$ cat src/rtl/core/mpeb_pkg.sv
package mpeb_pkg;

   // result status codes
   localparam logic [1:0] ST_MADE    = 2'd0;
   localparam logic [1:0] ST_CLOSED  = 2'd1;
   localparam logic [1:0] ST_REFUSED = 2'd2;

   // register indexes on the csr port
   localparam logic [1:0] CSR_TOTAL_SECTORS = 2'd0;
   localparam logic [1:0] CSR_SECTOR_LOG2   = 2'd1;
   localparam logic [1:0] CSR_ALIGN_LOG2    = 2'd2;

   localparam logic [31:0] TOTAL_RESET       = 32'd2048;
   localparam logic [4:0]  SECTOR_LOG2_RESET = 5'd9;
   localparam logic [4:0]  ALIGN_LOG2_RESET  = 5'd12;

   localparam logic [4:0] SECTOR_LOG2_MIN = 5'd9;
   localparam logic [4:0] SECTOR_LOG2_MAX = 5'd16;
   localparam logic [4:0] ALIGN_LOG2_MAX  = 5'd24;
   localparam logic [4:0] MB_LOG2         = 5'd20;

   localparam logic [7:0] PCT_FULL  = 8'd100;
   localparam logic [7:0] BOOT_MARK = 8'h80;
   localparam logic [7:0] HEADS     = 8'd255;
   localparam logic [5:0] SECS      = 6'd63;

   // reciprocal constants: q = (x * MAGIC) >> SHIFT
   localparam logic [31:0] DIV100_MAGIC       = 32'h51EB851F;  // 32-bit x, shift 37
   localparam logic [12:0] DIV100_SMALL_MAGIC = 13'd5243;      // x < 43699, shift 19
   localparam logic [32:0] DIV63_MAGIC        = 33'h104104105; // 32-bit x, shift 38
   localparam logic [26:0] DIV255_MAGIC       = 27'd67372037;  // x < 68445694, shift 34

   typedef struct packed {
      logic        new_table;
      logic        pct_zero;
      logic        want;
      logic [7:0]  kind;
      logic        big;
      logic [31:0] req;
   } size_word_type;

   typedef struct packed {
      logic [1:0]  status;
      logic [1:0]  index;
      logic [7:0]  boot;
      logic [7:0]  kind;
      logic [31:0] start;
      logic [31:0] count;
   } entry_word_type;

   typedef struct packed {
      logic [1:0]  status;
      logic [1:0]  entry_index;
      logic [7:0]  boot_flag;
      logic [7:0]  start_head;
      logic [7:0]  start_sec_cyl;
      logic [7:0]  start_cyl_low;
      logic [7:0]  kind_out;
      logic [7:0]  end_head;
      logic [7:0]  end_sec_cyl;
      logic [7:0]  end_cyl_low;
      logic [31:0] start_lba;
      logic [31:0] sector_count;
   } rsp_word_type;

endpackage

$ cat src/rtl/core/mpeb_size.sv
module mpeb_size (
   input  logic                    clock,
   input  logic                    reset,
   input  logic                    adv,
   input  logic                    in_valid,
   input  logic                    in_new_table,
   input  logic [7:0]              in_pct,
   input  logic [31:0]             in_mb,
   input  logic                    in_want,
   input  logic [7:0]              in_kind,
   input  logic [31:0]             usable,
   input  logic [3:0]              mb_shift,
   output logic                    out_valid,
   output mpeb_pkg::size_word_type out_word
);
   import mpeb_pkg::*;

   // stage a: usable / 100 and scaled megabytes
   logic [63:0] q100_prod;
   logic [42:0] mb_wide;
   logic        va_ff;
   logic [31:0] usable_a_ff;
   logic [25:0] q_a_ff;
   logic [7:0]  pct_a_ff;
   logic [31:0] mb_a_ff;
   logic        big_a_ff;
   logic        nt_a_ff;
   logic        want_a_ff;
   logic [7:0]  kind_a_ff;

   // stage b: split product usable*pct = q*pct + r*pct
   logic [31:0] rem_full;
   logic [6:0]  rem_a;
   logic [33:0] hi_in;
   logic [14:0] lo_in;
   logic        vb_ff;
   logic [33:0] hi_b_ff;
   logic [14:0] lo_b_ff;
   logic [7:0]  pct_b_ff;
   logic [31:0] mb_b_ff;
   logic        big_b_ff;
   logic        nt_b_ff;
   logic        want_b_ff;
   logic [7:0]  kind_b_ff;

   // stage c: finish the percentage, pick the rule
   logic [27:0]   lo_prod;
   logic [7:0]    lo_q;
   logic [33:0]   pct_sum;
   logic          is_mb;
   size_word_type word_in;
   logic          vc_ff;
   size_word_type word_ff;

   assign q100_prod = 64'(usable) * 64'(DIV100_MAGIC);
   assign mb_wide   = 43'(in_mb) << mb_shift;

   assign rem_full = usable_a_ff - (32'(q_a_ff) * 32'd100);
   assign rem_a    = rem_full[6:0];
   assign hi_in    = 34'(q_a_ff) * 34'(pct_a_ff);
   assign lo_in    = 15'(rem_a) * 15'(pct_a_ff);

   assign lo_prod = 28'(lo_b_ff) * 28'(DIV100_SMALL_MAGIC);
   assign lo_q    = lo_prod[26:19];
   assign pct_sum = hi_b_ff + 34'(lo_q);
   assign is_mb   = pct_b_ff > PCT_FULL;

   always_comb begin
      word_in.new_table = nt_b_ff;
      word_in.pct_zero  = (pct_b_ff == 8'd0);
      word_in.want      = want_b_ff;
      word_in.kind      = kind_b_ff;
      word_in.big       = is_mb & big_b_ff;
      word_in.req       = is_mb ? mb_b_ff : pct_sum[31:0];
   end

   always_ff @(posedge clock) begin
      if (reset) begin
         va_ff <= 1'b0;
         vb_ff <= 1'b0;
         vc_ff <= 1'b0;
      end else if (adv) begin
         va_ff <= in_valid;
         vb_ff <= va_ff;
         vc_ff <= vb_ff;
      end
   end

   always_ff @(posedge clock) begin
      if (adv) begin
         usable_a_ff <= usable;
         q_a_ff      <= q100_prod[62:37];
         pct_a_ff    <= in_pct;
         mb_a_ff     <= mb_wide[31:0];
         big_a_ff    <= |mb_wide[42:32];
         nt_a_ff     <= in_new_table;
         want_a_ff   <= in_want;
         kind_a_ff   <= in_kind;

         hi_b_ff   <= hi_in;
         lo_b_ff   <= lo_in;
         pct_b_ff  <= pct_a_ff;
         mb_b_ff   <= mb_a_ff;
         big_b_ff  <= big_a_ff;
         nt_b_ff   <= nt_a_ff;
         want_b_ff <= want_a_ff;
         kind_b_ff <= kind_a_ff;

         word_ff <= word_in;
      end
   end

   assign out_valid = vc_ff;
   assign out_word  = word_ff;

endmodule

$ cat config.mk
export PLATFORM = sky130hd
export DESIGN_NAME = mpeb_size
export DESIGN_NICKNAME = d
export VERILOG_FILES = /design/src/rtl/core/mpeb_pkg.sv /design/src/rtl/core/mpeb_size.sv
export SDC_FILE = /design/constraint.sdc
export NUM_CORES = 2
export LEC_CHECK = 0
export BUFFER_PORTS_ARGS = -buffer_cell sky130_fd_sc_hd__buf_4
export CAP_MARGIN = 25
export CORE_ASPECT_RATIO = 0.6
export CORE_UTILIZATION = 50
export CTS_BUF_LIST = sky130_fd_sc_hd__clkbuf_2
export CTS_CLUSTER_DIAMETER = 100
export DETAILED_ROUTE_END_ITERATION = 8
export GPL_ROUTABILITY_DRIVEN = 0
export HOLD_SLACK_MARGIN = 0.03
export MAX_ROUTING_LAYER = met4
export PLACE_DENSITY = 0.77
export REMOVE_ABC_BUFFERS = 1
export SYNTH_ARGS = -nofsm -noshare
export SYNTH_HDL_FRONTEND = slang
export SYNTH_SLANG_ARGS = --single-unit
$ cat constraint.sdc
create_clock -name clock -period 9.1 [get_ports clock]
set_input_delay 0.455 -clock clock [delete_from_list [all_inputs] [get_ports clock]]
set_output_delay 0.455 -clock clock [all_outputs]
set_load 0.05 [all_outputs]
Word-level counts from Yosys, hierarchy flattened
Cells that the tools add are included. W data, S select, Z words.

Flip-flop bits (word level): 229. Bits of input ports: 90. Output and inout bits: 45. Logic and storage cells: 38.

Add/sub/neg operators: 2. Multipliers: 5. Order comparisons: 1. Shifts and indexed selects: 1. Multiplexer cells: 1. Bitwise gates (word level): 1. Reduce and logical (&&, ||, !) cells: 2.

Operators by type and width (number): $mul A32 B31 Y63 const B (1); $shl A32 B4 Y43 (1); $add A32 B8 Y32 (1); $mul A26 B8 Y32 (1); $mux W32 (1); $mul A15 B13 Y27 const B (1); $mul A26 B5 Y5 const B (1); $mul A7 B8 Y15 (1); $reduce_or A11 Y1 (1); $gt A8 B7 Y1 const B (1); $logic_not A8 Y1 (1); $sub A7 B7 Y7 (1); $and A1 B1 Y1 (1).

Depth between registers and ports, before layout
Word-level depth: 3. Mapped depth: 30. Depth with buffers taken out: 29.

Worst setup path before layout
OpenSTA, ideal clock, no wires.

Path kind: input -> register. Start point: input usable[17]. End point: register q_a_ff[20] (data pin). Library setup time: 0.258 ns. Arrival time: 6.534 ns. Required time: 8.842 ns. Slack: 2.308 ns. Stages: 22. Buffers on the path: 0. Cells stage by stage: ha_1 > inv_1 > fa_1 > inv_1 > fa_1 > fa_1 > fa_1 > fa_1 > fa_1 > inv_1 > fa_1 > inv_1 > ha_1 > and4_4 > nand3_2 > or4_1 > a311oi_2 > o311ai_1 > a21oi_2 > nand3_1 > o31a_1 > xnor2_1.

Word-level cells in the longest chain between the ends: 1.

Ends and longest elaborated chain: start, declared (line mpeb_size.sv:11) `input logic [31:0] usable,`; $mul A32 B31 Y63 (line mpeb_size.sv:55) `assign q100_prod = 64'(usable) * 64'(DIV100_MAGIC);`; via q100_prod[57] (line mpeb_size.sv:19) `logic [63:0] q100_prod;`; end signal, assigned (line mpeb_size.sv:92) `q_a_ff <= q100_prod[62:37];`; end, declared (line mpeb_size.sv:23) `logic [25:0] q_a_ff;`.

The timed path passes the listed nets, and every way through them passes these cells. A chain may end at the register's enable or synchronous reset.

Worst setup path in the final report
Start point: input usable[4]. End point: register q_a_ff[25] (data pin).

Same word-level chain as after synthesis.

==> flow_summary.yaml <==
setup_path:
  r2r_end: "out_word[14]$_DFFE_PP_"
  crit_required_ns: 9.86
  slowest_stage: "o31ai_1"
  cp_common_cell: "fa_1"
  worstPathMaxFanout: 10
  start_kind: "input pin"
  cp.arrival_ns: 8.31
  rr_worst_depth: 27
  path_class: "in2reg"
  cp_slowest_stage_delay_ns: 0.81
  critical_path.top_delay_family: "adder cells"
  r2r_slack_ns: 1.79
  r2r_start: "lo_b_ff[8]$_DFFE_PP_"
  setup.worst_path.end_class: "register"
  crit_buf_inv: 8
global_route:
  grt_pass1_wl_mm: 145
  grt_pass1_vias: 26466
  grt_max_degree: 82
  antenna_found_initial: 2
  overflow: 0
  track_usage_pct: 25.0
floorplan:
  ios: 135
  core_area_mm2: 0.0741
  initial_core_util_pct: 50.9
  rows: 77
  dieArea_mm2: 0.0765
  die_h_um: 215
  die_x_um: 356
run_status:
  status: "completed"
synth:
  syn_area_mm2: 0.0377
  avgSynthCellArea_um2: 10.4
  synth_top_area_share_pct: 33.5
  yosys_warnings: 0
  async_flop_share_pct: 0
  yosysUniqueCellTypes: 68
  ys.flop_type: "edfxtp_1"
  ys_seq_area_share_pct: 18.2
  synth_cells: 3625
  ys_ff_latch: 229
  ys_top_cells_by_area: "fa_1 (34%), ha_1 (19%), edfxtp_1 (18%), inv_1 (9.1%), nand2_1 (2.9%)"
  yosys.area.top_type: "fa_1"
  synth_edf_count: 226
cells_and_area:
  fillers: 6238
  fin_area_mm2: 0.0410
  fin_nets: 5129
  syn2layout_area_growth_pct: 8.76
  drive_gt1_share_pct: 6.81
  final_cell_mix: "inv_1 (917), fa_1 (631), ha_1 (584)"
  final_common_cell: "inv_1"
  fin_cells: 4854
timing:
  tightestPinTransition_ns: 1.18
  fmax_mhz: 133
  finalHoldViolCount: 0
  setup_violations: 0
  rsz0062_at_grt: "false"
  maxSlewHeadroom_pct: 19.5
  worst_slack_ns: 1.56
  slew_violations: 0
  finalSetupTns_ns: 0
  fin_crit_ns: 7.54
  finalCritPeriodShare_pct: 82.9
  finClkSkew_ns: 0.127
routing:
  vias: 26102
  routed_wl_mm: 90.4
  wl_per_cell_um: 18.6
  drtIter0Drc: 2343
  vias_per_cell: 5.38
  drcViolationCount: 0
  drtAntennaViolNets: 0
  drt-pass1-iter-count: 5
clock_tree:
  numCtsBuffers: 56
  clkLatencyLatePin_ns: 1.10
  cts_max_level: 2
  clkTransAtPathRegs_ns: 0.10
  cts_tree: "done"
  post_cts.repair.setup_buffers: 0
  cts_resized: 0
  clock_path_buffers: 3
  cts_root_buf: "clkbuf_2"
  cts_hold_buf: 61
  cts_sinks: 229
placed_design:
  hpwl_mm: 76.1
  dp_cells: 4691
  pre_cts_slack_ns: 1.21
  portBuffers: 134
  dpl_cell_area_mm2: 0.0398
hold_path:
  worstHoldEndpoint: "mb_a_ff[27]$_DFFE_PP_"
  worstHoldPathCells: 4
  hp-class: "in2reg"
  hold_start: "in_mb[27]"
job:
  drv_cap: 0
synth_stat cells (all sizes together), types with 11 or more instances:
library cell / instances
a211oi: 15
a21o: 49
a21oi: 118
a31oi: 21
and2: 111
and3: 24
clkbuf: 61
edfxtp: 226
fa: 631
ha: 584
inv: 917
mux2i: 29
mux4: 15
nand2: 296
nand2b: 13
nand3: 32
nand4: 16
nor2: 76
nor2b: 19
nor3: 25
o211ai: 11
o21a: 14
o21ai: 86
o21bai: 16
xnor2: 78
xor2: 37
cell type report:
cell class                      count  area, um2  area share (%)
Antenna cell                        3       7.51          0.0183
Clock buffer                       76        380           0.928
Clock inverter                     22        170           0.415
Inverter                          918       3450            8.41
Multi-Input combinational cell   2410      27100            66.2
Sequential cell                   229       6850            16.7
Tap cell                          987       1230            3.01
Timing Repair Buffer              209       1770            4.32
sequential cells by signal (all words and copies together), names as in the netlist, 7 cells and up:
name and cells:
hi_b_ff 32, kind_a_ff 8, kind_b_ff 8, lo_b_ff 15
mb_a_ff 32, mb_b_ff 32, out_word 44, pct_a_ff 8
pct_b_ff 8, q_a_ff 26, usable_a_ff 7
stage by stage:
stage / hold slack [ns] / util (%)
after floorplan: 0.400 / -
after global placement: 0.400 / 53.7
after detailed placement: 0.405 / 53.7
after CTS: 0.0341 / 55.3
after global routing: 0.0484 / 55.3
final: 0.146 / 55.3
how the worst max path moves through the flow:
stage	startpoint	to	slack, ns	cells past startpoint
after global placement	usable[16]	q_a_ff[23]$_DFFE_PP_	1.28	23
after CTS	lo_b_ff[9]$_DFFE_PP_	out_word[14]$_DFFE_PP_	1.72	28
after global routing	lo_b_ff[9]$_DFFE_PP_	out_word[14]$_DFFE_PP_	1.15	29
final	usable[4]	q_a_ff[25]$_DFFE_PP_	1.56	26
after floorplan	usable[17]	q_a_ff[20]$_DFFE_PP_	2.31	22
after detailed placement	usable[16]	q_a_ff[25]$_DFFE_PP_	1.21	23
cell families after synthesis:
logic type / synth area share (%)
AO/OA/AOI/OAI: 6.42
XOR/XNOR: 2.67
adder cells (fa/ha/maj): 52.9
buffers and inverters: 9.83
flip-flops: 18.2
multiplexers: 1.85
AND/OR/NAND/NOR: 8.15
layer usage:
layer / track usage [%] / wire length (um) / part of all wire (%) / vias up
li1: - / - / - / 11984
met1: 37.7 / 42200 / 47 / 12931
met2: 32.7 / 36400 / 40 / 1093
met3: 8.33 / 10600 / 12 / 94
met4: 3.82 / 1150 / 1.3 / 0
met5: - / 0 / 0 / -
tightest hold or removal path, cell delays in order:
cell	delay, ns
buf_4	0.09
mux4_2	0.25
mux2i_1	0.07
o21ai_0	0.16
Power is not shown: default switching activity piles up to over one toggle a cycle in this logic, so the estimate is an artifact.
