==> config.mk <==
export PLATFORM = sky130hd
export DESIGN_NAME = mpeb_chs
export DESIGN_NICKNAME = d
export VERILOG_FILES = /design/src/rtl/core/mpeb_pkg.sv /design/src/rtl/core/mpeb_chs.sv
export SDC_FILE = /design/constraint.sdc
export NUM_CORES = 2
export LEC_CHECK = 0
export BUFFER_PORTS_ARGS = -buffer_cell sky130_fd_sc_hd__buf_2
export CAP_MARGIN = 20
export CORE_MARGIN = 2
export CORE_UTILIZATION = 39
export DETAILED_ROUTE_END_ITERATION = 6
export GPL_TIMING_DRIVEN = 0
export PLACE_DENSITY = 0.58
export SLEW_MARGIN = 20
export SYNTH_ARGS = -nofsm -noshare
export SYNTH_HDL_FRONTEND = slang
export SYNTH_SLANG_ARGS = --single-unit
==> constraint.sdc <==
create_clock -name clock -period 13.3 [get_ports clock]
set_input_delay 1.33 -clock clock [delete_from_list [all_inputs] [get_ports clock]]
set_output_delay 1.33 -clock clock [all_outputs]
set_load 0.02 [all_outputs]
==> src/rtl/core/mpeb_pkg.sv <==
package mpeb_pkg;

   // result status codes
   localparam logic [1:0] ST_MADE    = 2'd0;
   localparam logic [1:0] ST_CLOSED  = 2'd1;
   localparam logic [1:0] ST_REFUSED = 2'd2;

   // register indexes on the csr port
   localparam logic [1:0] CSR_TOTAL_SECTORS = 2'd0;
   localparam logic [1:0] CSR_SECTOR_LOG2   = 2'd1;
   localparam logic [1:0] CSR_ALIGN_LOG2    = 2'd2;

   localparam logic [31:0] TOTAL_RESET       = 32'd2048;
   localparam logic [4:0]  SECTOR_LOG2_RESET = 5'd9;
   localparam logic [4:0]  ALIGN_LOG2_RESET  = 5'd12;

   localparam logic [4:0] SECTOR_LOG2_MIN = 5'd9;
   localparam logic [4:0] SECTOR_LOG2_MAX = 5'd16;
   localparam logic [4:0] ALIGN_LOG2_MAX  = 5'd24;
   localparam logic [4:0] MB_LOG2         = 5'd20;

   localparam logic [7:0] PCT_FULL  = 8'd100;
   localparam logic [7:0] BOOT_MARK = 8'h80;
   localparam logic [7:0] HEADS     = 8'd255;
   localparam logic [5:0] SECS      = 6'd63;

   // reciprocal constants: q = (x * MAGIC) >> SHIFT
   localparam logic [31:0] DIV100_MAGIC       = 32'h51EB851F;  // 32-bit x, shift 37
   localparam logic [12:0] DIV100_SMALL_MAGIC = 13'd5243;      // x < 43699, shift 19
   localparam logic [32:0] DIV63_MAGIC        = 33'h104104105; // 32-bit x, shift 38
   localparam logic [26:0] DIV255_MAGIC       = 27'd67372037;  // x < 68445694, shift 34

   typedef struct packed {
      logic        new_table;
      logic        pct_zero;
      logic        want;
      logic [7:0]  kind;
      logic        big;
      logic [31:0] req;
   } size_word_type;

   typedef struct packed {
      logic [1:0]  status;
      logic [1:0]  index;
      logic [7:0]  boot;
      logic [7:0]  kind;
      logic [31:0] start;
      logic [31:0] count;
   } entry_word_type;

   typedef struct packed {
      logic [1:0]  status;
      logic [1:0]  entry_index;
      logic [7:0]  boot_flag;
      logic [7:0]  start_head;
      logic [7:0]  start_sec_cyl;
      logic [7:0]  start_cyl_low;
      logic [7:0]  kind_out;
      logic [7:0]  end_head;
      logic [7:0]  end_sec_cyl;
      logic [7:0]  end_cyl_low;
      logic [31:0] start_lba;
      logic [31:0] sector_count;
   } rsp_word_type;

endpackage

==> src/rtl/core/mpeb_chs.sv <==
module mpeb_chs (
   input  logic                     clock,
   input  logic                     reset,
   input  logic                     adv,
   input  logic                     in_valid,
   input  mpeb_pkg::entry_word_type in_word,
   output logic                     out_valid,
   output mpeb_pkg::rsp_word_type   out_word
);
   import mpeb_pkg::*;

   // lane 0 converts the first sector, lane 1 the last
   logic           vd_ff, ve_ff, vf_ff, vg_ff;
   entry_word_type ent_d_ff, ent_e_ff, ent_f_ff;
   rsp_word_type   rsp_ff, rsp_in;

   logic [31:0] last_in;
   logic [31:0] lba_d_ff [2];

   logic [64:0] q63_prod [2];
   logic [31:0] lba_e_ff [2];
   logic [26:0] q63_e_ff [2];

   logic [31:0] rem63    [2];
   logic [52:0] cyl_prod [2];
   logic [5:0]  sec_f_ff [2];
   logic [18:0] cyl_f_ff [2];
   logic [26:0] q63_f_ff [2];

   logic [26:0] head_full [2];
   logic [7:0]  head      [2];
   logic [7:0]  sec_cyl   [2];

   assign last_in = (in_word.count == 32'd0) ? in_word.start
                                             : (in_word.start + in_word.count - 32'd1);

   always_comb begin
      for (int i = 0; i < 2; i++) begin
         q63_prod[i]  = 65'(lba_d_ff[i]) * 65'(DIV63_MAGIC);
         rem63[i]     = lba_e_ff[i] - (32'(q63_e_ff[i]) * 32'(SECS));
         cyl_prod[i]  = 53'(q63_e_ff[i]) * 53'(DIV255_MAGIC);
         head_full[i] = q63_f_ff[i] - (27'(cyl_f_ff[i]) * 27'(HEADS));
         head[i]      = head_full[i][7:0];
         sec_cyl[i]   = {cyl_f_ff[i][9:8], sec_f_ff[i]};
      end
   end

   always_comb begin
      rsp_in = '0;
      rsp_in.status = ent_f_ff.status;
      if (ent_f_ff.status != ST_REFUSED) begin
         rsp_in.entry_index   = ent_f_ff.index;
         rsp_in.boot_flag     = ent_f_ff.boot;
         rsp_in.start_head    = head[0];
         rsp_in.start_sec_cyl = sec_cyl[0];
         rsp_in.start_cyl_low = cyl_f_ff[0][7:0];
         rsp_in.kind_out      = ent_f_ff.kind;
         rsp_in.end_head      = head[1];
         rsp_in.end_sec_cyl   = sec_cyl[1];
         rsp_in.end_cyl_low   = cyl_f_ff[1][7:0];
         rsp_in.start_lba     = ent_f_ff.start;
         rsp_in.sector_count  = ent_f_ff.count;
      end
   end

   always_ff @(posedge clock) begin
      if (reset) begin
         vd_ff <= 1'b0;
         ve_ff <= 1'b0;
         vf_ff <= 1'b0;
         vg_ff <= 1'b0;
      end else if (adv) begin
         vd_ff <= in_valid;
         ve_ff <= vd_ff;
         vf_ff <= ve_ff;
         vg_ff <= vf_ff;
      end
   end

   always_ff @(posedge clock) begin
      if (adv) begin
         ent_d_ff    <= in_word;
         lba_d_ff[0] <= in_word.start;
         lba_d_ff[1] <= last_in;

         ent_e_ff <= ent_d_ff;
         ent_f_ff <= ent_e_ff;
         for (int i = 0; i < 2; i++) begin
            lba_e_ff[i] <= lba_d_ff[i];
            q63_e_ff[i] <= q63_prod[i][64:38];
            sec_f_ff[i] <= rem63[i][5:0] + 6'd1;
            cyl_f_ff[i] <= cyl_prod[i][52:34];
            q63_f_ff[i] <= q63_e_ff[i];
         end

         rsp_ff <= rsp_in;
      end
   end

   assign out_valid = vg_ff;
   assign out_word  = rsp_ff;

endmodule

==> Word level (Yosys, flattened, before mapping) <==
Memories as Yosys holds them, arrays and structs flattened. A register that Yosys moved wholly into a read port is not among the register bits.
Index checks and enable logic that the tools add are counted.
{ "classes": {"multipliers": 8, "add_sub_neg": 8, "reduce_logical": 3, "mux": 3, "eq_ne": 1} }
{ "ops": {"columns": ["cell", "count"], "rows": [
  ["multiplier 32 x 33 -> 65 bit, second input constant", 2],
  ["multiplier 27 x 27 -> 53 bit, second input constant", 2],
  ["multiplier 27 x 6 -> 6 bit, second input constant", 2],
  ["multiplier 19 x 8 -> 8 bit, second input constant", 2],
  ["adder 32 bit", 1],
  ["zero test 32 bit", 1],
  ["2-to-1 mux 32 bit", 1],
  ["subtractor 32 x 1 -> 32 bit, second input constant", 1],
  ["subtractor 8 bit", 2],
  ["adder 6 x 1 -> 6 bit, second input constant", 2],
  ["subtractor 6 bit", 2],
  ["zero test 1 bit", 2],
  ["2-to-1 mux 1 bit", 2],
  ["!= test 2 bit, second input constant", 1]
]} }
{ "word_totals": {"mem_count": 6, "ramBits": 286, "in_bits": 88, "regBits": 388, "output_inout_bits": 133} }
{ "memory_table": {"columns": ["memory", "words", "word_bits", "rd", "rd_ports_with_merged_regs", "write_ports", "line", "source"], "rows": [
  ["lba_d_ff", 2, 32, 2, 0, 2, "mpeb_chs.sv:18", "logic [31:0] lba_d_ff [2];"],
  ["lba_e_ff", 2, 32, 2, 0, 2, "mpeb_chs.sv:21", "logic [31:0] lba_e_ff [2];"],
  ["q63_e_ff", 2, 27, 2, 0, 2, "mpeb_chs.sv:22", "logic [26:0] q63_e_ff [2];"],
  ["q63_f_ff", 2, 27, 2, 0, 2, "mpeb_chs.sv:28", "logic [26:0] q63_f_ff [2];"],
  ["cyl_f_ff", 2, 19, 2, 0, 2, "mpeb_chs.sv:27", "logic [18:0] cyl_f_ff [2];"],
  ["sec_f_ff", 2, 6, 2, 2, 2, "mpeb_chs.sv:26", "logic [5:0] sec_f_ff [2];"]
]} }

==> Longest topological paths before layout <==
{ "depth": {"word_depth": 3, "mapped_depth": 23, "depth_no_buf": 23} }

==> Worst setup path before layout <==
No wires, ideal clock.
{ "synth_timing": {"path_kind": "register to register", "startpoint": "memory lba_d_ff[1][31], in the netlist lba_d_ff[0][63]", "endpoint": "memory q63_e_ff[1][20], in the netlist q63_e_ff[0][47], data pin", "setup_ps": 266, "t_required_ps": 13034, "setup_slack_ps": 7137, "t_arrival_ps": 5897, "path_stages_with_launch": 23, "n_path_buf": 0, "cell_sequence": "edfxtp_1 ha_1 inv_1 fa_1 inv_1 fa_1 inv_1 fa_1 fa_1 fa_1 inv_1 ha_1 ha_1 a21o_1 a21o_1 o41a_1 nor3_1 a211oi_1 or2_1 o21a_1 a21oi_1 o221ai_1 xor2_1"} }
{ "synth_rtl": {"columns": ["element", "line"], "rows": [
  ["from (decl)", "mpeb_chs.sv:18"],
  ["to (decl)", "mpeb_chs.sv:22"]
]} }

==> flow_summary.ini <==
[sta]
fmax_ghz = 0.145
finalHoldViolations = 0
final_max_slew_viol_count = 0
fin_crit_sh_pct = 51.8
min_period_ns = 6.89
rsz0062_at_grt = no
finalSetupViolations = 0
tightest_slew_ns = 0.886
clock-skew-final_ns = 0.0403
tns_ns = 0
slew-limit-headroom_pct = 41.0

[worst_setup_path]
path_cells = ha_1 -> inv_1 -> fa_1 -> inv_1 -> fa_1 -> inv_1 -> fa_1 -> fa_1 -> inv_1 -> fa_1 -> ha_1 -> ha_1 -> a21o_1 -> a21o_1 -> o41a_1 -> nor3_1 -> a211oi_1 -> or2_1 -> o21a_1 -> a21oi_1 -> o221ai_1 -> xor2_1
path_max_fanout = 4
slowest_delay_ns = 0.52
startpoint_type = flip-flop
cp_data_arrival_time_ns = 7.27
worstSetupPathType = reg2reg
cp-end-kind = flip-flop
cp.required_ns = 13.68
cp_slowest_cell = fa_1
timing.critical_path.mode_cell = fa_1

[clock_tree]
cts_resized = 0
clock_latency_ns = 0.66
postCtsSetupRepairBufs = 0
cts_buffer_depth = 3
htreeDepth = 2
clk_pin_slew_worst_paths_ns = 0.06
cts_tree = yes
numCtsBuffers = 60
cts_hold_repair.buffers = 0
root_buffer = clkbuf_16
cts_sinks = 528

[detailed_routing]
drc = 0
finalWirelength_um = 101000
ant_nets = 0
drt-met1-wl_um = 49600
top_layer = met5
via_count = 28895
drtPass1Iterations = 5
viasPerCell = 4.96
drtIter0Drc = 1472
drt-wirelength-per-cell_um = 17.4
met2_wirelength_um = 44700
wl_met3_um = 5120

[synthesis]
ys_seq_elements = 528
synth_area_leaders = edfxtp_1 34%, ha_1 30%, fa_1 13%
synth_seq_area_share_pct = 34.0
synth.distinct_cells = 76
synth_edf_count = 524
netlist_instances = 3958
syn_avg_cell_area_um2 = 11.8
ys_warn_count = 0
yosys_most_used_dff = edfxtp_1
synth_top_area_share_pct = 33.8
synth_nets = 5485
netlist_area_mm2 = 0.0466
synthArstFlopShare_pct = 0
yosysTopAreaCell = edfxtp_1

[cells_and_area]
final_layout_size_suffix_gt1_share_pct = 7.90
nNetsFinal = 5773
nFillCells = 11150
area_delta_synth_final_pct = 11.0

[placed_design]
io_buffers = 220
dp_hpwl_um = 84300
gp_congestion = 0.866

[floorplanning]
core-area_mm2 = 0.118
start_util_pct = 39.4
die_w_um = 350
die_area_mm2 = 0.122
pin_count = 221
die_h_um = 350
num_rows = 126

[grt]
grt_use_total_pct = 16.7
grt_pass1_vias = 28792
grt-ovfl-total = 0
antenna_found_initial = 12
grt_pass1_wl_um = 158000
grt_max_degree = 107

[min_path]
hold_class = reg2reg

[outcome]
status = finished, final reports clean

[run]
cap_violations = 0
-- worst paths after layout --
kind | startpoint | endpoint | slack (ns) | cells after the start
worst min register to register | ent_d_ff[2] | ent_e_ff[2] | 0.40 | 0
worst max-delay path | lba_d_ff[0][63] | q63_e_ff[0][47] | 6.41 | 22
worst max register to register | lba_d_ff[0][63] | q63_e_ff[0][47] | 6.41 | 22
worst min-delay path | ent_d_ff[2] | ent_e_ff[2] | 0.40 | 0
-- Yosys cell counts, drive strengths merged (23+ instances only) --
cell type,n
nand3,23
xnor2,114
clkbuf,34
a21o,84
xor2,47
o21ai,104
nand2b,24
nor2b,23
nand2,95
fa,309
a211oi,23
a21oi,150
inv,784
edfxtp,524
nand4,36
nor2,107
and2,108
nor3,40
o21a,24
ha,1130
-- critical path: cells and delay by family, from the launching register on --
family | cells | cell delay [ns]
AO/OA/AOI/OAI | 7 | 1.66
XOR/XNOR | 1 | 0.17
adder cells (fa/ha/maj) | 8 | 3.38
buffers and inverters | 4 | 0.22
flip-flops | 1 | 0.51
AND/OR/NAND/NOR | 2 | 0.69
-- area by class of cell --
type	count	area (um2)	area share, %
clock buffer	68	1550	3.00
buffer	35	133	0.257
multi-input combinational	2611	27700	53.5
tap	1536	1920	3.72
antenna	3	7.51	0.0145
sequential	528	15800	30.6
inverter	784	2940	5.69
timing repair buffer	226	1280	2.47
clock inverter	39	360	0.697
-- layer usage --
layer | GRT usage (%) | vias to the layer above
met1 | 24.2 | 13991
met2 | 26.2 | 489
met3 | 2.74 | 103
met5 | 0 | -
li1 | - | 14310
met4 | 3.47 | 2
-- flip-flops by register name, summed over array words and instances (netlist names), 12 cells and up --
| name | flops |
|---|---|
| q63_e_ff | 54 |
| q63_f_ff | 16 |
| cyl_f_ff | 20 |
| out_word | 132 |
| lba_d_ff | 33 |
| ent_e_ff | 83 |
| ent_d_ff | 83 |
| sec_f_ff | 12 |
| ent_f_ff | 84 |
-- placed cells by master (no fill, tap or decap), types with 6 or more instances in the layout --
| master | Yosys | layout |
|---|---|---|
| a31oi_1 | 14 | 14 |
| clkinv_1 | 0 | 11 |
| nor3_1 | 39 | 39 |
| buf_16 | 0 | 6 |
| nand2_1 | 94 | 94 |
| a21o_1 | 83 | 83 |
| o21a_1 | 24 | 24 |
| o31ai_1 | 11 | 11 |
| ha_1 | 1130 | 1130 |
| clkbuf_16 | 0 | 61 |
| a311oi_1 | 6 | 6 |
| nor4_1 | 12 | 12 |
| o21bai_1 | 16 | 16 |
| clkbuf_1 | 34 | 40 |
| a211oi_1 | 21 | 21 |
| xor2_1 | 47 | 47 |
| clkinv_2 | 0 | 9 |
| o211ai_1 | 14 | 14 |
| nor2b_1 | 23 | 23 |
| edfxtp_1 | 524 | 524 |
| and2_1 | 107 | 107 |
| a21oi_1 | 149 | 149 |
| buf_2 | 0 | 219 |
| xnor2_1 | 114 | 114 |
| inv_1 | 784 | 784 |
| nand3_1 | 23 | 23 |
| nor2_1 | 107 | 107 |
| and3_1 | 16 | 16 |
| o21ai_0 | 97 | 97 |
| nand4_1 | 36 | 36 |
| nand2b_1 | 24 | 24 |
| fa_1 | 309 | 309 |
-- kinds of logic after synthesis --
kind of cell / Yosys count / share of synthesized area (%)
adder cells (fa/ha/maj): 1439 / 43.6
buffers and inverters: 819 / 6.60
flip-flops: 528 / 34.0
AND/OR/NAND/NOR: 508 / 5.66
AO/OA/AOI/OAI: 499 / 7.01
XOR/XNOR: 161 / 3.03
multiplexers: 4 / 0.0860
-- through the flow --
| step | instance area [um2] | instances | setup WS (ns) | utilization [%] | hold WS, ns |
|---|---|---|---|---|---|
| 4_1_cts | 51700 | 5827 | 6.43 | 43.7 | 0.399 |
| 3_3_place_gp | 49600 | 5714 | 2.81 | 41.9 | 0.400 |
| 2_1_floorplan | 46600 | 3958 | 7.14 | - | 0.400 |
| 6_report | 51700 | 5830 | 6.41 | 43.7 | 0.399 |
| 5_1_grt | 51700 | 5828 | 6.10 | 43.7 | 0.406 |
| 3_5_place_dp | 49800 | 5720 | 6.45 | 42.1 | 0.405 |
Power is left out: the tool's default activity adds up to more than one toggle a clock period on the data nets, which glitch-free logic cannot reach.
