===== src/rtl/core/mpeb_pkg.sv =====
package mpeb_pkg;

   // result status codes
   localparam logic [1:0] ST_MADE    = 2'd0;
   localparam logic [1:0] ST_CLOSED  = 2'd1;
   localparam logic [1:0] ST_REFUSED = 2'd2;

   // register indexes on the csr port
   localparam logic [1:0] CSR_TOTAL_SECTORS = 2'd0;
   localparam logic [1:0] CSR_SECTOR_LOG2   = 2'd1;
   localparam logic [1:0] CSR_ALIGN_LOG2    = 2'd2;

   localparam logic [31:0] TOTAL_RESET       = 32'd2048;
   localparam logic [4:0]  SECTOR_LOG2_RESET = 5'd9;
   localparam logic [4:0]  ALIGN_LOG2_RESET  = 5'd12;

   localparam logic [4:0] SECTOR_LOG2_MIN = 5'd9;
   localparam logic [4:0] SECTOR_LOG2_MAX = 5'd16;
   localparam logic [4:0] ALIGN_LOG2_MAX  = 5'd24;
   localparam logic [4:0] MB_LOG2         = 5'd20;

   localparam logic [7:0] PCT_FULL  = 8'd100;
   localparam logic [7:0] BOOT_MARK = 8'h80;
   localparam logic [7:0] HEADS     = 8'd255;
   localparam logic [5:0] SECS      = 6'd63;

   // reciprocal constants: q = (x * MAGIC) >> SHIFT
   localparam logic [31:0] DIV100_MAGIC       = 32'h51EB851F;  // 32-bit x, shift 37
   localparam logic [12:0] DIV100_SMALL_MAGIC = 13'd5243;      // x < 43699, shift 19
   localparam logic [32:0] DIV63_MAGIC        = 33'h104104105; // 32-bit x, shift 38
   localparam logic [26:0] DIV255_MAGIC       = 27'd67372037;  // x < 68445694, shift 34

   typedef struct packed {
      logic        new_table;
      logic        pct_zero;
      logic        want;
      logic [7:0]  kind;
      logic        big;
      logic [31:0] req;
   } size_word_type;

   typedef struct packed {
      logic [1:0]  status;
      logic [1:0]  index;
      logic [7:0]  boot;
      logic [7:0]  kind;
      logic [31:0] start;
      logic [31:0] count;
   } entry_word_type;

   typedef struct packed {
      logic [1:0]  status;
      logic [1:0]  entry_index;
      logic [7:0]  boot_flag;
      logic [7:0]  start_head;
      logic [7:0]  start_sec_cyl;
      logic [7:0]  start_cyl_low;
      logic [7:0]  kind_out;
      logic [7:0]  end_head;
      logic [7:0]  end_sec_cyl;
      logic [7:0]  end_cyl_low;
      logic [31:0] start_lba;
      logic [31:0] sector_count;
   } rsp_word_type;

endpackage


===== src/rtl/core/mpeb_layout.sv =====
module mpeb_layout #(
   parameter int MAX_ENTRIES    = 4,
   parameter int RESERVED_START = 2048
) (
   input  logic                     clock,
   input  logic                     reset,
   input  logic                     adv,
   input  logic                     in_valid,
   input  mpeb_pkg::size_word_type  in_word,
   input  logic [31:0]              usable,
   input  logic [3:0]               align_shift,
   output logic                     out_valid,
   output mpeb_pkg::entry_word_type out_word
);
   import mpeb_pkg::*;

   localparam logic [31:0] RES_START  = 32'(RESERVED_START);
   localparam logic [31:0] RESET_LEFT =
      (TOTAL_RESET < RES_START) ? 32'd0 : (TOTAL_RESET - RES_START);
   localparam logic [2:0]  ENTRY_LIMIT = 3'(MAX_ENTRIES);

   logic        [31:0] next_start_ff, next_start_in;
   logic        [31:0] left_ff, left_in;
   logic               active_ff, active_in;
   logic        [2:0]  made_ff, made_in;
   logic               closed_ff, closed_in;
   logic               out_valid_ff;
   entry_word_type     entry_ff, entry_in;

   logic [31:0] cur_next;
   logic [31:0] cur_left;
   logic        cur_active;
   logic [2:0]  cur_made;
   logic        cur_closed;
   logic        refuse;
   logic [31:0] align_mask;
   logic [31:0] clipped;
   logic [31:0] count;
   logic        take_boot;

   always_comb begin
      // new_table restarts the layout before this word is handled
      cur_next   = in_word.new_table ? RES_START : next_start_ff;
      cur_left   = in_word.new_table ? usable    : left_ff;
      cur_active = in_word.new_table ? 1'b0      : active_ff;
      cur_made   = in_word.new_table ? 3'd0      : made_ff;
      cur_closed = in_word.new_table ? 1'b0      : closed_ff;

      refuse     = cur_closed || (cur_made >= ENTRY_LIMIT);
      align_mask = 32'hFFFF_FFFF << align_shift;
      clipped    = (in_word.big || (in_word.req > cur_left)) ? cur_left : in_word.req;
      count      = in_word.pct_zero ? cur_left : (clipped & align_mask);
      take_boot  = in_word.want && !cur_active;

      next_start_in = cur_next;
      left_in       = cur_left;
      active_in     = cur_active;
      made_in       = cur_made;
      closed_in     = cur_closed;
      entry_in      = '0;

      if (refuse) begin
         entry_in.status = ST_REFUSED;
      end else begin
         next_start_in   = cur_next + count;
         left_in         = cur_left - count;
         active_in       = cur_active | take_boot;
         made_in         = cur_made + 3'd1;
         closed_in       = cur_closed | in_word.pct_zero;
         entry_in.status = in_word.pct_zero ? ST_CLOSED : ST_MADE;
         entry_in.index  = cur_made[1:0];
         entry_in.boot   = take_boot ? BOOT_MARK : 8'd0;
         entry_in.kind   = in_word.kind;
         entry_in.start  = cur_next;
         entry_in.count  = count;
      end
   end

   always_ff @(posedge clock) begin
      if (reset) begin
         next_start_ff <= RES_START;
         left_ff       <= RESET_LEFT;
         active_ff     <= 1'b0;
         made_ff       <= 3'd0;
         closed_ff     <= 1'b0;
         out_valid_ff  <= 1'b0;
      end else if (adv) begin
         out_valid_ff <= in_valid;
         if (in_valid) begin
            next_start_ff <= next_start_in;
            left_ff       <= left_in;
            active_ff     <= active_in;
            made_ff       <= made_in;
            closed_ff     <= closed_in;
         end
      end
   end

   always_ff @(posedge clock) begin
      if (adv) begin
         entry_ff <= entry_in;
      end
   end

   assign out_valid = out_valid_ff;
   assign out_word  = entry_ff;

endmodule


===== config.mk =====
export PLATFORM = sky130hd
export DESIGN_NAME = mpeb_layout
export DESIGN_NICKNAME = d
export VERILOG_FILES = /design/src/rtl/core/mpeb_pkg.sv /design/src/rtl/core/mpeb_layout.sv
export SDC_FILE = /design/constraint.sdc
export NUM_CORES = 1
export LEC_CHECK = 0
export ABC_AREA = 1
export BUFFER_PORTS_ARGS = -buffer_cell sky130_fd_sc_hd__buf_2
export CAP_MARGIN = 20
export CORE_MARGIN = 2
export CORE_UTILIZATION = 64
export CTS_CLUSTER_SIZE = 14
export DETAILED_ROUTE_END_ITERATION = 16
export PLACE_DENSITY = 0.88
export SYNTH_ARGS = -nofsm -noshare
export SYNTH_HDL_FRONTEND = slang
export SYNTH_SLANG_ARGS = --single-unit

===== constraint.sdc =====
create_clock -name clock -period 12.2 [get_ports clock]
set_input_delay 1.22 -clock clock [delete_from_list [all_inputs] [get_ports clock]]
set_output_delay 1.22 -clock clock [all_outputs]
set_load 0.02 [all_outputs]

# Word level (Yosys, flattened, before mapping)
# Cells that the tools add are included.
[totals]
in_bits = 84
reg_bits = 154
output_inout_bits = 85
elab_cells = 40
[op_classes]
reduce_logical = 5
shift = 1
n_addsub = 3
mux = 14
order_cmp = 2
n_bitwise = 3
[op_table]
columns = ["operator", "n"]
rows = [
  ["32-bit 2-to-1 mux", 6],
  ["32-bit adder", 1],
  ["32-bit bitwise AND", 1],
  ["32-bit > comparator", 1],
  ["32-bit by 4-bit left shift with 32-bit output, first input constant", 1],
  ["32-bit subtractor", 1],
  ["8-bit 2-to-1 mux", 1],
  ["3-bit 2-to-1 mux", 2],
  ["1-bit 2-to-1 mux", 5],
  ["3-bit by 1-bit adder with 3-bit output, second input constant", 1],
  ["3-bit >= comparator, second input constant", 1],
  ["1-bit logical OR", 2],
  ["1-bit OR", 2],
  ["2-bit AND reduction", 1],
  ["1-bit logical AND", 1],
  ["1-bit logical NOT", 1],
]

# Longest topological paths before layout
# Gate-level depths: netlist of the first run.
[logic_depth]
depth_word = 8
ltp_mapped = 41
depth_no_buf = 39

# Worst setup path after synthesis of the first run
# Ideal clock, no wire load.
[synth_timing]
kind = "in2reg"
startpoint = "input port in_word[43] (netlist bit)"
endpoint = "register left_ff[27]"
slack_ns = 6.713
setup_ns = 0.117
cell_stages = 28
required_ns = 12.083
arrival_time_ns = 5.370
cell_sequence = "inv_1 -> clkbuf_1 -> clkbuf_1 -> clkbuf_1 -> or2_2 -> o21ai_0 -> ha_1 -> nand2_1 -> nor4_4 -> nand3b_2 -> nand2_4 -> nand3_2 -> inv_2 -> buf_6 -> clkbuf_1 -> nand2_1 -> o21ai_0 -> inv_1 -> ha_1 -> nand2_1 -> nor2_1 -> inv_1 -> nor4_1 -> nand2_1 -> nand3_1 -> nand2_1 -> nor2_1 -> nor2_1"
[synth_between]
elab_chain_cells = 8
[synth_lines]
columns = ["item", "line", "text"]
rows = [
  ["start, declared", "mpeb_layout.sv:9", "input mpeb_pkg::size_word_type in_word,"],
  ["32-bit 2-to-1 mux (*)", "mpeb_layout.sv:44", "cur_left = in_word.new_table ? usable : left_ff;"],
  ["32-bit > comparator", "mpeb_layout.sv:51", "clipped = (in_word.big || (in_word.req > cur_left)) ? cur_left : in_word.req;"],
  ["1-bit logical OR", "mpeb_layout.sv:51", ""],
  ["32-bit 2-to-1 mux", "mpeb_layout.sv:51", ""],
  ["32-bit bitwise AND", "mpeb_layout.sv:52", "count = in_word.pct_zero ? cur_left : (clipped & align_mask);"],
  ["32-bit 2-to-1 mux (*)", "mpeb_layout.sv:52", ""],
  ["via count[24]", "mpeb_layout.sv:38", "logic [31:0] count;"],
  ["32-bit subtractor (*)", "mpeb_layout.sv:66", "left_in = cur_left - count;"],
  ["32-bit 2-to-1 mux (*)", "mpeb_layout.sv:62", "if (refuse) begin"],
  ["end signal, assigned", "mpeb_layout.sv:91", "left_ff <= left_in;"],
  ["end, declared", "mpeb_layout.sv:23", "logic [31:0] left_ff, left_in;"],
]
# The timed path passes the listed nets; every way through them passes the cells marked *.
# A chain may end at the register's enable or synchronous reset.

# Final worst setup path of the first run
[layout_timing]
startpoint = "input port in_word[43] (netlist bit)"
endpoint = "register left_ff[25]"
# The elaborated chain is that of the path after synthesis.

==> results of run 1 <==
-- cell type report --
| cell class | instances | area [um2] | area share, % |
|---|---|---|---|
| flip-flops and latches | 147 | 3710 | 26.9 |
| repair buffers | 169 | 888 | 6.44 |
| inverters | 341 | 1280 | 9.29 |
| multi-input cells | 1361 | 7050 | 51.1 |
| clock buffers | 17 | 425 | 3.08 |
| well taps | 234 | 293 | 2.12 |
| clock inverters | 15 | 141 | 1.03 |
-- cell usage in the layout (no fill, tap or decap), types with 17 or more instances in the layout --
| cell type | n |
|---|---|
| a21oi_1 | 122 |
| buf_2 | 160 |
| clkbuf_16 | 17 |
| dfxtp_1 | 70 |
| edfxtp_1 | 77 |
| ha_1 | 77 |
| inv_1 | 332 |
| nand2_1 | 467 |
| nand2_2 | 28 |
| nand3_1 | 116 |
| nand3_2 | 21 |
| nand4_1 | 29 |
| nor2_1 | 223 |
| nor3_1 | 33 |
| o21ai_0 | 120 |
| or2_2 | 27 |
-- worst min-delay path by stage --
| stage | from | endpoint | slack [ns] | cells after the start |
|---|---|---|---|---|
| 2_1_floorplan | made_ff[2] | made_ff[2] | 0.44 | 2 |
| 3_3_place_gp | out_valid | out_valid | 0.45 | 2 |
| 3_5_place_dp | active_ff | active_ff | 0.47 | 2 |
| 4_1_cts | active_ff | active_ff | 0.48 | 2 |
| 5_1_grt | next_start_ff[0] | next_start_ff[0] | 0.49 | 2 |
| 6_report | next_start_ff[0] | next_start_ff[0] | 0.48 | 2 |
-- stage by stage --
stage / hold slack [ns] / util [%] / power (mW)
after floorplan: 0.440 / - / 1.01
after global placement: 0.451 / 70.3 / 1.16
after detailed placement: 0.472 / 70.3 / 1.17
after CTS: 0.481 / 73.3 / 1.69
after global routing: 0.487 / 73.5 / 1.79
final: 0.482 / 73.5 / 1.71
-- where the power goes --
part / internal [mW] / total [mW] / switching [mW] / leakage (nW)
clock network: 0.270 / 0.521 / 0.251 / 0.271
registers: 0.562 / 0.577 / 0.0146 / 1.36
logic: 0.184 / 0.610 / 0.426 / 5.83
-- metal layers --
metal / part of all wire (%) / up-vias / GRT usage, %
met2: 45 / 862 / 64.9
met3: 11 / 144 / 5.15
li1: - / 6362 / -
met1: 40 / 6060 / 53.0
met4: 4.2 / 0 / 17.0
met5: 0 / - / 0
-- cells by family after synthesis --
| kind of cell | synth area share [%] |
|---|---|
| multiplexers | 0.0815 |
| flip-flops | 30.2 |
| AO/OA/AOI/OAI | 12.9 |
| buffers and inverters | 12.7 |
| adder cells (fa/ha/maj) | 8.17 |
| XOR/XNOR | 0.356 |
| AND/OR/NAND/NOR | 35.6 |
| other | 0.0305 |
-- worst max-delay path, delay by kind of cell --
kind                       cells  cell delay, ns
and+or+nand+nor               16            2.45
AOI/OAI and AO/OA              4            0.83
buffers and inverters          7            2.20
adders and majority gates      2            0.77
-- sequential cells by signal, summed over array words and instances, names as in the netlist --
| register | flops |
|---|---|
| made_ff | 3 |
| out_valid | 1 |
| left_ff | 32 |
| next_start_ff | 32 |
| out_word | 77 |
| closed_ff | 1 |
| active_ff | 1 |
==> results.md, run 1 <==
- Final hold violation count: 0
- Synth top cells by count: nand2_1 (467), inv_1 (333), nor2_1 (224)
- Prevailing post-synth register cell: edfxtp_1
- Critical path's largest stage delay: ~0.60 ns
- F_max: 0.139 GHz
- Critical R2R Capture: left_ff[18]
- I/O pin total: 169
- WL per Instance: 17.6 um
- Placed instance area: 13200 um2
- Worst reg2reg path depth: 27
- Pre-CTS setup slack: 4.76 ns
- Total CTS buffers: 17
- PortBufs: between 150 and 200
- CTS tree: built
- Post-synth EDFFs: a little under 80
- Final period util: 59.1%
- Top cell type's share of synthesized area: 18.8%
- Setup tns final: 0 ns
- Clock slew at reported path FFs: around 0.070 ns
- Crit path kind: in -> reg
- Largest net degree at the start of global routing: 75
- Worst endpoint required time: 12.55 ns
- Setup Skew: 0.0119 ns
- Crit-path max FO: 45
- # setup viols final: 0
- Antenna viol nets, final: 0
- Gr ovfl total: 0
- Yosys warns: 0
- Initial antenna violation count: 0
- R2r setup slk: 7.16 ns
- H-tree level count: 4
- Hold Crit Class: reg -> reg
- PwrDens: 124 nW/um2
- Setup crit start: in_word[43]
- Vias: 13400
- CP endpoint: left_ff[25]
- RSZ-0062 raised after global routing: false
- Leak: 7.45 nW
- Most common cell in the synthesized netlist: nand2_1
- DRT Wirelength: 40100 um
- Vias per inst: 5.88
- Max Root-Sink Buffers: 2
- Hold buffer count at CTS: 0
- Drt drc: 0
- Area contributors post-synth: edfxtp_1 (19%), nand2_1 (14%), dfxtp_1 (11%)
- Placed Cells incl. Taps: 2251
- # rows: 50
- Iteration-0 DRC Markers: 1640
- Max-cap violations: 0
- Netlist Area Pre-Place: 12300 um2
- Non-filler cells, final: 2284
- VDD IR max: 0.104 mV
- Die width: 143 um
- Core area: 18800 um2
- Share of layout cells above drive strength 1: 15.3%
- Post_cts resized: 0
- Area Overhead vs Synth: 12.2%
- Sequential fraction of the synthesis area: 30.2%
- Clock Sinks: between 100 and 150
- Worst-Margin Slew: 1.08 ns
- Leading area contributor after synthesis: edfxtp_1
- Relative slew slack: 27.6%
- Vias in the first global route: 12500
- R2R Path Start: left_ff[8]
- Final WS setup: 4.99 ns
- Synth unique cells: between 50 and 60
- Most frequent CP cell: nand2_1
- Flops & latches, synth: 147
- First-pass GRT wire length: 62900 um
- Post-CTS setup buffer count: 0
- Status: finished, final reports clean
- WP data arrival: 7.55 ns
- Tot GR Track Use: between 30% and 40%
- Die Span Y: 143 um
- Clk Latency, worst-skew pair: 0.44 ns
- Starting density of the core: 65.5%
- Placer Congestion: 0.993
- Async SR Flop Fraction: 0%
- Filler cells: approximately 1600
- First-pass DRT Iterations: 5
- Setup crit end kind: flop
- Root Driver: clkbuf_16
- Fin crit period: 7.21 ns
- Die Area: 20300 um2
- Setup crit start kind: input pin
- Synth Instances: 1900
- Fin. max-slew vios: 0
- Final instance area: 13800 um2
- Crit-path slowest cell: buf_2
- Nets@finish: 2200
- Post-DP HPWL: a little over 30000 um
- Mapped Avg Cell Area: between 6 and 7 um2
- Ant diodes: 0
No activity file was read; power rests on OpenSTA's default activity.
==> inputs of run 2 (changes only) <==
Settings changed: ABC_AREA 1 to 0, CORE_UTILIZATION 64 to 59, PLACE_DENSITY 0.88 to 0.82.
Clock period 12.2 ns to 7.2 ns, I/O delays scaled along.
==> run 2 against run 1 <==
  * Flip-flop and latch count unchanged
  * First-iteration DRC count fell by 23%
  * Synthesized cell count shrank 27%
==> results.md, run 2 <==
- Setup crit end kind: flop
- Final hold violation count: 0 (unchanged)
- RSZ-0062 raised after global routing: false
- Post-DP HPWL: 25600 um (-16%)
- Status: finished, final reports clean
- Total CTS buffers: 17 (unchanged)
- Tot GR Track Use: 33.5% (-6.3 points)
- Root Driver: clkbuf_16
- Critical path's largest stage delay: 0.42 ns (-0.18 ns)
- Mapped Avg Cell Area: 8.28 um2 (+28%)
- Setup tns final: 0 ns (unchanged)
- Max FFs per register: 77 (unchanged)
- Reg power frac: 34.0% (+0.2 points)
- First-pass GRT wire length: 54000 um (-14%)
- Nets@finish: 1706 (-22%)
- H-tree level count: 4 (unchanged)
- Clk Latency, worst-skew pair: 0.45 ns (about the same)
- Pre-CTS setup slack: 0.178 ns (-4.58 ns)
- Netlist Area Pre-Place: 11500 um2 (-6.6%)
- Max Root-Sink Buffers: 2 (unchanged)
- Critical R2R Capture: next_start_ff[12]
- Share of layout cells above drive strength 1: 18.7% (+3.4 points)
- Crit path kind: in -> reg
- Vias per inst: 6.28 (+6.8%)
- F_max: 0.150 GHz
- Hold_sp: left_ff[17]
- Placed Cells incl. Taps: 1789 (-21%)
- VDD IR max: 0.181 mV (+73%)
- Area Overhead vs Synth: 15.4%
- Leak: 5.98 nW (-20%)
- Area contributors post-synth: edfxtp_1 (20%), dfxtp_1 (12%), ha_1 (8.4%)
- Clock Sinks: 147 (unchanged)
- Non-filler cells, final: 1821 (-20%)
- Sequential fraction of the synthesis area: 32.4% (+2.1 points)
- DRT Wirelength: 34500 um (-14%)
- CTS tree: built
- Hold buffer count at CTS: 0 (unchanged)
- I/O pin total: 169 (unchanged)
- Die width: 143 um (+0.64%)
- Worst hold stages: 2 (unchanged)
- Delay-heaviest family, CP: compound AO/OA/AOI/OAI gates
- Prevailing post-synth register cell: edfxtp_1
- Setup Skew: 0.0182 ns (+0.00628 ns)
- Final period util: 92.8%
- Comb pwr share: 35.3% (-0.4 points)
- Post_cts resized: 0 (unchanged)
- WP data arrival: 7.04 ns (-0.51 ns)
- Largest net degree at the start of global routing: 63 (-16%)
- Net Sw Power: 1.07 mW (+55%)
- Worst-Margin Slew: 1.05 ns (-0.0278 ns)
- Commonest cells after routing, fill and taps aside: buf_2 (159), nand2_1 (157), nor2_1 (118), a21oi_1 (109), o21ai_0 (84)
- Vias in the first global route: 10300 (-17%)
- Buf/Inv on CP: 5 (-2)
- Switching Fraction: 36.8% (-3.7 points)
- Cell-internal power: 1.84 mW (+81%)
- Initial antenna violation count: 0 (unchanged)
- Crit-path max FO: 26 (-42%)
- R2R Path Start: left_ff[29]
- Max-cap violations: 0 (unchanged)
- Worst endpoint required time: 7.56 ns (-4.99 ns)
- PortBufs: 161 (unchanged)
- Yosys warns: 0 (unchanged)
- Iteration-0 DRC Markers: 1259 (-23%)
- Gr ovfl total: 0 (unchanged)
- Commonest non-fill, non-tap cell in the layout: buf_2
- Hold Crit Class: reg -> reg
- Worst hold endpoint: left_ff[17]
- Synth unique cells: 92 (+74%)
- Top cell type's share of synthesized area: 20.1% (+1.3 points)
- R2r setup slk: 1.12 ns (-6.04 ns)
- Vias: 11400 (-15%)
- WL per Instance: 18.9 um (+7.8%)
- Placer Congestion: 0.978 (-1.5%)
- PwrDens: 220 nW/um2 (+77%)
- Flops & latches, synth: 147 (unchanged)
- Core area: 19300 um2 (+2.7%)
- Setup crit start kind: input pin
- Clock slew at reported path FFs: 0.07 ns (about the same)
- Worst reg2reg path depth: 25 (-7.4%)
- Most common cell in the synthesized netlist: nand2_1
- Antenna viol nets, final: 0 (unchanged)
- # rows: 51 (+2.0%)
- Die Area: 20600 um2 (+1.3%)
- Relative slew slack: 30.1% (+2.5 points)
- Ant diodes: 0 (unchanged)
- Async SR Flop Fraction: 0% (unchanged)
- Die Span Y: 143 um (+0.64%)
- First-pass DRT Iterations: 6 (+1)
- # setup viols final: 0 (unchanged)
- Clock power frac: 30.7% (+0.2 points)
- Crit-path slowest cell: nor4_1
- Fin. max-slew vios: 0 (unchanged)
- Post-synth EDFFs: 77 (unchanged)
- Drt drc: 0 (unchanged)
- Starting density of the core: 59.6% (-5.9 points)
- Post-CTS setup buffer count: 0 (unchanged)
- Fin crit period: roughly 6.7 ns
- Synth Instances: 1387 (-27%)
- Most frequent CP cell: buf_4
- Leading area contributor after synthesis: edfxtp_1
- Synth top cells by count: nand2_1 (157), nor2_1 (119), a21oi_1 (110)
- Final WS setup: 0.518 ns (-4.48 ns)
## run 2: changes by cell type after synthesis, sizes merged, moves of 33 or more
cell | before | now
nand2 | 497 | 158
inv | 338 | 70
nor2 | 238 | 120
nand3 | 137 | 36
o21ai | 130 | 90
nor2b | 0 | 38
and3 | 0 | 36
xnor2 | 3 | 36
## run 2: area by class of cell
class / count / area [um2]
Fill cell: 1612 / 6020
Clock buffer: 18 / 429
Multi-Input combinational cell: 1101 / 7220
Clock inverter: 14 / 146
Inverter: 71 / 267
Timing Repair Buffer: 205 / 1140
Tap cell: 265 / 332
Sequential cell: 147 / 3710
## run 2: logic make-up (layout without fill, tap and decap cells)
logic type	count (synthesis)	in the layout	share of synthesized area, %
adders and majority gates	80	80	8.84
buffers and inverters	145	308	5.06
DFF	147	147	32.4
other	1	7	0.0327
xor gates and xnor gates	50	50	3.82
muxes	38	38	3.46
and+or+nand+nor	512	512	22.1
AOI/OAI and AO/OA	414	414	24.4
## run 2: tightest hold or removal path: cells and delay by family (launching register included)
family	cells	cell delay [ns]
flip-flops	1	0.31
AND/OR/NAND/NOR	1	0.05
AO/OA/AOI/OAI	1	0.05
## run 2: worst max path at each step
stage	to	start	slack [ns]	cells after the start
after global routing	next_start_ff[12]	in_word[43]	0.16	26
after floorplan	next_start_ff[12]	in_word[43]	0.01	30
after global placement	next_start_ff[30]	in_word[43]	0.47	29
final	next_start_ff[12]	in_word[43]	0.52	27
after CTS	next_start_ff[12]	in_word[43]	0.63	27
after detailed placement	next_start_ff[12]	in_word[43]	0.18	27
## run 2: per-stage QoR
stage	area (um2)	power [mW]	hold slack (ns)	utilization [%]
floorplan	11500	1.72	0.425	-
global placement	12700	1.99	0.437	65.8
detailed placement	12700	2.01	0.443	65.8
CTS	13300	2.89	0.453	68.8
global route	13300	3.05	0.467	68.8
finish	13300	2.91	0.451	68.8
## run 2: power by group through the flow
| stage | registers, mW | clock network, mW | logic [mW] |
|---|---|---|---|
| after floorplan | 1.04 | 0 | 0.681 |
| after global placement | 1.01 | 0 | 0.988 |
| after detailed placement | 1.01 | 0 | 0.998 |
| after CTS | 0.990 | 0.896 | 1.01 |
| after global routing | 0.997 | 0.928 | 1.13 |
| final | 0.991 | 0.893 | 1.03 |
## run 2: layer usage
layer | GRT usage (%) | part of all wire, % | vias to the layer above
li1 | - | - | 5419
met1 | 47.6 | 44 | 5324
met2 | 51.4 | 45 | 618
met3 | 6.73 | 9.3 | 72
met4 | 10.2 | 2.2 | 0
met5 | 0 | 0 | -
